$ cat src/rtl/spq_pkg.sv
// ----------------------------------------------------------------------------
// spq_pkg
// Types and codes shared by the sorted priority queue modules.
// ----------------------------------------------------------------------------
package spq_pkg;

	localparam int unsigned DATA_W   = 32;
	localparam int unsigned STATUS_W = 2;
	localparam int unsigned FILL_W   = 5;

	typedef enum logic {
		OP_INSERT = 1'b0,
		OP_REMOVE = 1'b1
	} op_t;

	typedef enum logic [STATUS_W-1:0] {
		ST_DONE  = 2'd0,
		ST_EMPTY = 2'd1,
		ST_FULL  = 2'd2
	} status_t;

	typedef struct packed {
		op_t                      func;
		logic signed [DATA_W-1:0] item_value;
		logic signed [DATA_W-1:0] item_priority;
	} req_t;

	typedef struct packed {
		logic signed [DATA_W-1:0] out_value;
		logic signed [DATA_W-1:0] out_priority;
		status_t                  status;
		logic [FILL_W-1:0]        fill_count;
	} rsp_t;

	// Commands from the controller to the datapath.
	typedef struct packed {
		logic capture;   // latch the accepted request
		logic exec;      // apply the latched request to the cells
	} spq_cmd_t;

endpackage

$ cat src/rtl/spq_ifs.sv
// ----------------------------------------------------------------------------
// spq_ifs
// Valid/ready channel interfaces for requests and responses.
// ----------------------------------------------------------------------------
interface spq_req_if
	import spq_pkg::*;
();
	logic valid;
	logic ready;
	req_t data;

	modport source (output valid, output data, input ready);
	modport sink   (input valid, input data, output ready);
endinterface

interface spq_rsp_if
	import spq_pkg::*;
();
	logic valid;
	logic ready;
	rsp_t data;

	modport source (output valid, output data, input ready);
	modport sink   (input valid, input data, output ready);
endinterface

$ cat src/rtl/sorted_priority_queue_core.sv
// ----------------------------------------------------------------------------
// sorted_priority_queue_core: bounded max-first priority queue on sorted cells.
// A request is latched when accepted; the execute state then applies it to
// the cells and loads the response register, which raises the valid. New
// requests wait for the idle state; a stalled response holds off the next.
// Reset clears the controller and the entry count; entry cells are not reset.
// ----------------------------------------------------------------------------
module sorted_priority_queue_core
	import spq_pkg::*;
#(
	parameter int unsigned CAPACITY = 16
) (
	input logic        clk,
	input logic        arst_n,
	spq_req_if.sink    req,
	spq_rsp_if.source  rsp
);

	// The controller owns both handshakes. A request is latched in the cycle
	// it is accepted and applied to the entry cells in the next cycle, which
	// also loads the response register. The response register frees the
	// request side: a new request is taken in the same cycle that the
	// previous response is taken downstream.
	spq_cmd_t cmd;

	spq_ctrl u_ctrl (
		.clk       (clk),
		.arst_n    (arst_n),
		.req_valid (req.valid),
		.req_ready (req.ready),
		.rsp_valid (rsp.valid),
		.rsp_ready (rsp.ready),
		.cmd       (cmd)
	);

	// The datapath keeps the entries in descending priority order in a row
	// of cells. Every cell compares its priority against the new one in
	// parallel, so an insert or a remove completes in the execute state no
	// matter where the entry lands. A full queue drops the insert and an
	// empty queue rejects the remove, both reported in the status field.
	spq_datapath #(
		.CAPACITY (CAPACITY)
	) u_datapath (
		.clk      (clk),
		.arst_n   (arst_n),
		.cmd      (cmd),
		.req_data (req.data),
		.rsp_data (rsp.data)
	);

endmodule

$ cat src/rtl/spq_ctrl.sv
// ----------------------------------------------------------------------------
// spq_ctrl
// Controller: handshakes on both channels and sequences capture and execute.
// ----------------------------------------------------------------------------
module spq_ctrl
	import spq_pkg::*;
(
	input  logic     clk,
	input  logic     arst_n,
	input  logic     req_valid,
	output logic     req_ready,
	output logic     rsp_valid,
	input  logic     rsp_ready,
	output spq_cmd_t cmd
);

	typedef enum logic {
		S_IDLE,
		S_EXEC
	} state_t;

	state_t state_q;
	logic   rsp_valid_q;

	// A new request may enter once the response register is empty or draining.
	assign req_ready   = (state_q == S_IDLE) && (!rsp_valid_q || rsp_ready);
	assign rsp_valid   = rsp_valid_q;
	assign cmd.capture = req_valid && req_ready;
	assign cmd.exec    = (state_q == S_EXEC);

	always_ff @(posedge clk or negedge arst_n) begin
		if (!arst_n) begin
			state_q     <= S_IDLE;
			rsp_valid_q <= 1'b0;
		end else begin
			unique case (state_q)
				S_IDLE: begin
					if (rsp_valid_q && rsp_ready) begin
						rsp_valid_q <= 1'b0;
					end
					if (cmd.capture) begin
						state_q <= S_EXEC;
					end
				end
				S_EXEC: begin
					rsp_valid_q <= 1'b1;
					state_q     <= S_IDLE;
				end
				default: begin
					state_q <= S_IDLE;
				end
			endcase
		end
	end

endmodule

$ cat src/rtl/spq_datapath.sv
// ----------------------------------------------------------------------------
// spq_datapath
// Row of sorted entry cells, request latch, entry count and response register.
// ----------------------------------------------------------------------------
module spq_datapath
	import spq_pkg::*;
#(
	parameter int unsigned CAPACITY = 16
) (
	input  logic     clk,
	input  logic     arst_n,
	input  spq_cmd_t cmd,
	input  req_t     req_data,
	output rsp_t     rsp_data
);

	localparam int unsigned CNT_W = $clog2(CAPACITY + 1);

	op_t                      op_s1;
	logic signed [DATA_W-1:0] val_s1;
	logic signed [DATA_W-1:0] pri_s1;

	logic signed [DATA_W-1:0] val_q [CAPACITY];
	logic signed [DATA_W-1:0] pri_q [CAPACITY];
	logic [CNT_W-1:0]         count_q;
	rsp_t                     rsp_q;

	logic [CAPACITY-1:0] keep_c;
	logic                full;
	logic                empty;
	logic                do_insert;
	logic                do_remove;
	logic [CNT_W-1:0]    count_next;
	logic [CNT_W+FILL_W-1:0] count_ext;
	status_t             status_next;

	assign full      = (count_q == CNT_W'(CAPACITY));
	assign empty     = (count_q == '0);
	assign do_insert = (op_s1 == OP_INSERT) && !full;
	assign do_remove = (op_s1 == OP_REMOVE) && !empty;

	always_ff @(posedge clk) begin
		if (cmd.capture) begin
			op_s1  <= req_data.func;
			val_s1 <= req_data.item_value;
			pri_s1 <= req_data.item_priority;
		end
	end

	// Each cell decides locally whether it keeps its entry. The flags form a
	// run of ones from the head, so the insert slot is the first cleared flag.
	for (genvar i = 0; i < CAPACITY; i++) begin : g_cell
		if (i == 0) begin : g_head
			assign keep_c[i] = !empty && !(pri_s1 > pri_q[i]);

			always_ff @(posedge clk) begin
				if (cmd.exec && do_insert && !keep_c[i]) begin
					val_q[i] <= val_s1;
					pri_q[i] <= pri_s1;
				end else if (cmd.exec && do_remove) begin
					val_q[i] <= val_q[i+1];
					pri_q[i] <= pri_q[i+1];
				end
			end
		end else begin : g_body
			assign keep_c[i] = (count_q > CNT_W'(i)) && (pri_q[i] > pri_s1);

			always_ff @(posedge clk) begin
				if (cmd.exec && do_insert && !keep_c[i]) begin
					if (keep_c[i-1]) begin
						val_q[i] <= val_s1;
						pri_q[i] <= pri_s1;
					end else begin
						val_q[i] <= val_q[i-1];
						pri_q[i] <= pri_q[i-1];
					end
				end else if (cmd.exec && do_remove && (i < CAPACITY - 1)) begin
					val_q[i] <= val_q[(i < CAPACITY - 1) ? i + 1 : i];
					pri_q[i] <= pri_q[(i < CAPACITY - 1) ? i + 1 : i];
				end
			end
		end
	end

	always_comb begin
		count_next  = count_q;
		status_next = ST_DONE;
		if (op_s1 == OP_INSERT) begin
			if (full) begin
				status_next = ST_FULL;
			end else begin
				count_next = count_q + CNT_W'(1);
			end
		end else begin
			if (empty) begin
				status_next = ST_EMPTY;
			end else begin
				count_next = count_q - CNT_W'(1);
			end
		end
	end

	assign count_ext = {{FILL_W{1'b0}}, count_next};

	always_ff @(posedge clk or negedge arst_n) begin
		if (!arst_n) begin
			count_q <= '0;
		end else if (cmd.exec) begin
			count_q <= count_next;
		end
	end

	always_ff @(posedge clk) begin
		if (cmd.exec) begin
			rsp_q.out_value    <= do_remove ? val_q[0] : '0;
			rsp_q.out_priority <= do_remove ? pri_q[0] : '0;
			rsp_q.status       <= status_next;
			rsp_q.fill_count   <= count_ext[FILL_W-1:0];
		end
	end

	assign rsp_data = rsp_q;

endmodule

$ cat src/flat_wrapper.sv
// flat-port wrapper written by rule: the top's interface ports become plain ports
module sorted_priority_queue_core_flat import spq_pkg::*;
#(
	parameter int unsigned CAPACITY = 16
)
  (clk, arst_n, req_valid, req_data, req_ready, rsp_valid, rsp_data, rsp_ready);
  spq_req_if req_i ();
  spq_rsp_if rsp_i ();
  input logic clk;
  input logic arst_n;
  input wire logic [$bits(req_i.valid)-1:0] req_valid;
  input wire logic [$bits(req_i.data)-1:0] req_data;
  output wire logic [$bits(req_i.ready)-1:0] req_ready;
  output wire logic [$bits(rsp_i.valid)-1:0] rsp_valid;
  output wire logic [$bits(rsp_i.data)-1:0] rsp_data;
  input wire logic [$bits(rsp_i.ready)-1:0] rsp_ready;
  assign req_i.valid = req_valid;
  assign req_i.data = req_data;
  assign req_ready = req_i.ready;
  assign rsp_valid = rsp_i.valid;
  assign rsp_data = rsp_i.data;
  assign rsp_i.ready = rsp_ready;
  sorted_priority_queue_core #(.CAPACITY(CAPACITY)) u_core (.clk(clk), .arst_n(arst_n), .req(req_i), .rsp(rsp_i));
endmodule
$ cat config.mk
export PLATFORM = sky130hd
export DESIGN_NAME = sorted_priority_queue_core_flat
export DESIGN_NICKNAME = d
export VERILOG_FILES = /design/src/rtl/spq_pkg.sv /design/src/rtl/spq_ifs.sv /design/src/rtl/sorted_priority_queue_core.sv /design/src/rtl/spq_ctrl.sv /design/src/rtl/spq_datapath.sv /design/src/flat_wrapper.sv
export SDC_FILE = /design/constraint.sdc
export NUM_CORES = 2
export LEC_CHECK = 0
export BUFFER_PORTS_ARGS = -buffer_cell sky130_fd_sc_hd__buf_2
export CAP_MARGIN = 20
export CORE_ASPECT_RATIO = 2
export CORE_MARGIN = 2
export CORE_UTILIZATION = 64
export CTS_CLUSTER_DIAMETER = 40
export DETAILED_ROUTE_END_ITERATION = 10
export PLACE_DENSITY = 0.81
export SLEW_MARGIN = 20
export SYNTH_ARGS = -nofsm -noshare
export SYNTH_HDL_FRONTEND = slang
export SYNTH_SLANG_ARGS = --single-unit
$ cat constraint.sdc
create_clock -name clk -period 8.8 [get_ports clk]
set_input_delay 0.44 -clock clk [delete_from_list [all_inputs] [get_ports clk]]
set_output_delay 0.44 -clock clk [all_outputs]
set_load 0.03 [all_outputs]
==> flow_metrics.py <==
metrics = {
    "grt": {
        "congestion_overflow_gr": 0,
        "grt_first_pass_wirelength_um": 374000,
        "antenna_found_initial": 9,
        "grt_util_met2_pct": 78.2,
        "grt.total_usage_pct": 49.8,
        "grt_max_degree": 244,
        "global_route.peak_usage_layer": "met2",
        "first_global_vias": 54674,
        "use_met1_pct": 55.1,
        "met3_usage_pct": 13.4,
    },
    "route": {
        "average_wire_length_per_cell_after_detail_routing_um": 39.2,
        "drt.antenna.violating_nets": 0,
        "total_vias_in_the_final_route": 55379,
        "detailedRoute.firstPassIterationCount": 9,
        "drc": 0,
        "drt-initial-drc-count": 8737,
        "drt-vias-per-instance": 8.21,
        "routed_wl_um": 264000,
    },
    "yosys": {
        "share_of_cell_area_taken_by_muxes_after_synthesis_pct": 2.32,
        "netlist_instances": 5373,
        "synthesis.nets": 5959,
        "largest_family_of_logic_cells_by_synthesized_area": "compound AO/OA/AOI/OAI gates",
        "count_of_synthesis_stage_warnings_from_yosys": 0,
        "synth_compound_gate_area_share_pct": 22.6,
        "synthXorXnorAreaFrac_pct": 0.0269,
        "synth-seq-area-share_pct": 53.8,
        "syn_avg_cell_area_um2": 12.1,
        "ys_types": 75,
        "adder_cell_share_of_the_synthesized_area_pct": 9.94,
        "synth_simple_gate_area_share_pct": 7.54,
        "ys_dominant_reg_cell": "sky130_fd_sc_hd__edfxtp_1",
        "combined_area_of_all_synthesized_cells_um2": 65100,
        "synth_edf_count": 1160,
        "synth.ff_latch_count": 1167,
        "synth-async-reset-ratio_pct": 0.600,
    },
    "cts": {
        "clock_tree.htree_level_count": 3,
        "numClockSinks": 1167,
        "clock_tree.buffer_depth": 3,
        "post_cts.repair.setup_buffers": 0,
        "worst_setup_hold_path_clk_slew_ns": 0.07,
        "tritoncts": "built",
        "cts.root.buffer_cell": "sky130_fd_sc_hd__clkbuf_16",
        "clock_insertion_delay_worst_skew_ns": 0.80,
        "numCtsBuffers": 113,
    },
    "power_and_ir_drop": {
        "power_density_nw_per_um2": 274,
        "net-switching-power_uw": 7530,
        "internal_power_uw": 11900,
        "power.leakage_uw": 0.0269,
        "clock_power_share_pct": 26.4,
        "seq_power_share_pct": 42.6,
        "power.switching_fraction_pct": 38.8,
        "fin_total_pwr_uw": 19400,
        "power_frac_comb_pct": 31.0,
        "peakVddDrop_v": 0.000324,
    },
    "finish": {
        "fill_cells": 7108,
        "most-common-layout-cells": "sky130_fd_sc_hd__edfxtp_1, sky130_fd_sc_hd__a21oi_1, sky130_fd_sc_hd__a221o_1, sky130_fd_sc_hd__ha_1, sky130_fd_sc_hd__nand2_1",
        "drive_above_1_share_pct": 11.2,
        "area_growth_syn_to_layout_pct": 9.02,
        "finish.net_count": 5899,
        "final_common_cell": "sky130_fd_sc_hd__edfxtp_1",
    },
    "timing": {
        "finalSetupTns_ns": 0,
        "rsz0062_at_grt": "no",
        "final_number_of_max_transition_violations": 0,
        "skew_ns": 0.0663,
        "hold_ws_ns": 0.0306,
        "max_freq_ghz": 0.143,
        "period_needed_ns": 6.98,
        "setup_viol_count_final": 0,
        "final-hold-violation-count": 0,
        "layout_worst_path_cycle_share_pct": 79.3,
        "max_slew.worst_pin.slew_ns": 1.41,
        "worst_slew_margin_rel_pct": 5.27,
    },
    "critical_path": {
        "timing.critical_path.arrival_ns": 7.47,
        "buffering_stage_count_on_the_worst_path_with_inverters_included": 3,
        "cpPeakStageDelay_ns": 1.07,
        "worst_path_cell_chain": "inv_1 > ha_1 > nand4_1 > nor4_1 > buf_4 > nand2_1 > o211ai_1 > a31oi_1 > mux2_2 > and3_4 > buf_4 > mux2_2",
        "cp_slowest_cell": "sky130_fd_sc_hd__and3_4",
        "endpoint_kind": "flip-flop",
        "path_delay_family": "simple AND/OR/NAND/NOR gates",
        "maximum_fanout_along_the_worst_path": 46,
        "required_ns": 9.29,
        "timing.critical_path.from_type": "flip-flop",
        "worst_setup_path_type": "reg -> reg",
    },
    "floorplan": {
        "fp.dieArea_um2": 104000,
        "die_height_um": 455,
        "floorplan.initialDensity_pct": 64.4,
        "design.portCount": 142,
        "number_of_rows_created_at_floorplan": 165,
        "die_x_um": 229,
        "coreArea_um2": 101000,
    },
    "placement": {
        "number_of_input_and_output_port_buffers_inserted": 141,
        "dp_hpwl_um": 164000,
        "globalplace.congestion": 1.05,
    },
    "run": {
        "maxCapViolCount": 0,
    },
    "status": {
        "status": "complete, no violations",
    },
    "min_path": {
        "min_path_type": "in -> reg",
    },
}
==> area by class of cell <==
type | count | area, um^2 | share of cell area (%)
flip-flops and latches | 1167 | 35000 | 49.4
multi-input cells | 3626 | 27900 | 39.3
clock buffers | 129 | 2920 | 4.12
repair buffers | 305 | 2190 | 3.09
well taps | 1336 | 1670 | 2.36
clock inverters | 76 | 847 | 1.19
inverters | 100 | 375 | 0.529
diodes | 7 | 17.5 | 0.0247
==> logic make-up (layout without fill, tap and decap cells) <==
logic type               after synthesis  after routing
AND/OR/NAND/NOR                      983            983
adder cells (fa/ha/maj)              517            517
buffers and inverters                580            610
other                                  0              7
XOR/XNOR                               2              2
multiplexers                         134            134
flip-flops                          1167           1167
AO/OA/AOI/OAI                       1990           1990
==> synthesized netlist by cell type (all sizes together) (5+ instances only) <==
| master | count | area share, % |
|---|---|---|
| a21oi | 908 | 7.0 |
| a31oi | 15 | 0.14 |
| nand4 | 109 | 1.1 |
| o221ai | 6 | 0.081 |
| clkbuf | 319 | 1.8 |
| or2 | 6 | 0.058 |
| a221oi | 11 | 0.15 |
| nor2b | 18 | 0.17 |
| o211ai | 27 | 0.31 |
| and2 | 116 | 1.1 |
| nor3 | 20 | 0.15 |
| a211oi | 16 | 0.19 |
| a2111o | 5 | 0.087 |
| o21ai | 65 | 0.50 |
| nor2 | 45 | 0.28 |
| edfxtp | 1160 | 54 |
| dfrtp | 7 | 0.27 |
| ha | 517 | 9.9 |
| nand2b | 11 | 0.11 |
| a21o | 52 | 0.60 |
| a221o | 835 | 13 |
| inv | 100 | 0.58 |
| nand2 | 443 | 2.6 |
| nand3 | 58 | 0.45 |
| nor4 | 23 | 0.22 |
| o21a | 12 | 0.14 |
| mux2 | 132 | 2.3 |
| and3 | 107 | 1.0 |
| and4 | 6 | 0.081 |
| buf | 161 | 1.4 |
==> flip-flops by register name (all words and copies together), names as in the netlist <==
name,flops
u_core.u_ctrl.rsp_valid,1
u_core.u_datapath.op_s1,1
u_core.u_datapath.pri_s1,32
u_core.u_datapath.val_q,512
u_core.u_datapath.count_q,5
u_core.u_datapath.rsp_data,71
u_core.u_datapath.val_s1,32
u_core.u_datapath.pri_q,512
u_core.u_ctrl.state_q,1
==> worst paths after layout <==
kind / startpoint / end / slack [ns] / depth (start not counted)
max: u_core.u_datapath.pri_s1[31] / u_core.u_datapath.pri_q[0][242] / 1.82 / 12
min: rsp_ready / u_core.u_ctrl.rsp_valid / 0.03 / 4
max reg2reg: u_core.u_datapath.pri_s1[31] / u_core.u_datapath.pri_q[0][242] / 1.82 / 12
min reg2reg: u_core.u_datapath.val_q[0][23] / u_core.u_datapath.rsp_data[62] / 0.54 / 1
max in group asynchronous: arst_n / u_core.u_ctrl.state_q / 8.48 / 2
min in group asynchronous: arst_n / u_core.u_ctrl.rsp_valid / 0.08 / 2
==> timing repair <==
item / in CTS / in global routing
hold endpoints to repair: 73 / 0
resized for setup: 0 / 0
hold buffers: 67 / 0
==> per-stage QoR <==
stage          cells  instance area [um^2]  setup slack, ns  utilization (%)
2_1_floorplan   5373                 65100             1.29                -
6_report        6746                 70900             1.82             70.3
3_3_place_gp    6463                 66400             2.45             65.7
3_5_place_dp    6463                 66400             2.44             65.8
5_1_grt         6741                 70900             1.98             70.2
4_1_cts         6735                 70800             2.42             70.2
==> tightest hold or removal path, cell delays in order <==
cell	delay, ns
sky130_fd_sc_hd__buf_2	0.09
sky130_fd_sc_hd__inv_1	0.04
sky130_fd_sc_hd__a21oi_1	0.10
sky130_fd_sc_hd__inv_1	0.09
==> layer usage <==
layer	part of all wire (%)	vias to the layer above
li1	-	21792
met1	31	26429
met2	45	5438
met3	13	1714
met4	11	6
met5	0.016	-
==> power by group through the flow <==
stage	clock, uW	combinational [uW]	sequential, uW
2_1_floorplan	0	3530	8000
3_3_place_gp	0	5530	8290
3_5_place_dp	0	5660	8290
4_1_cts	5070	5710	8190
5_1_grt	5260	6180	8280
6_report	5120	6020	8270
(Power assumes the default switching activity.)
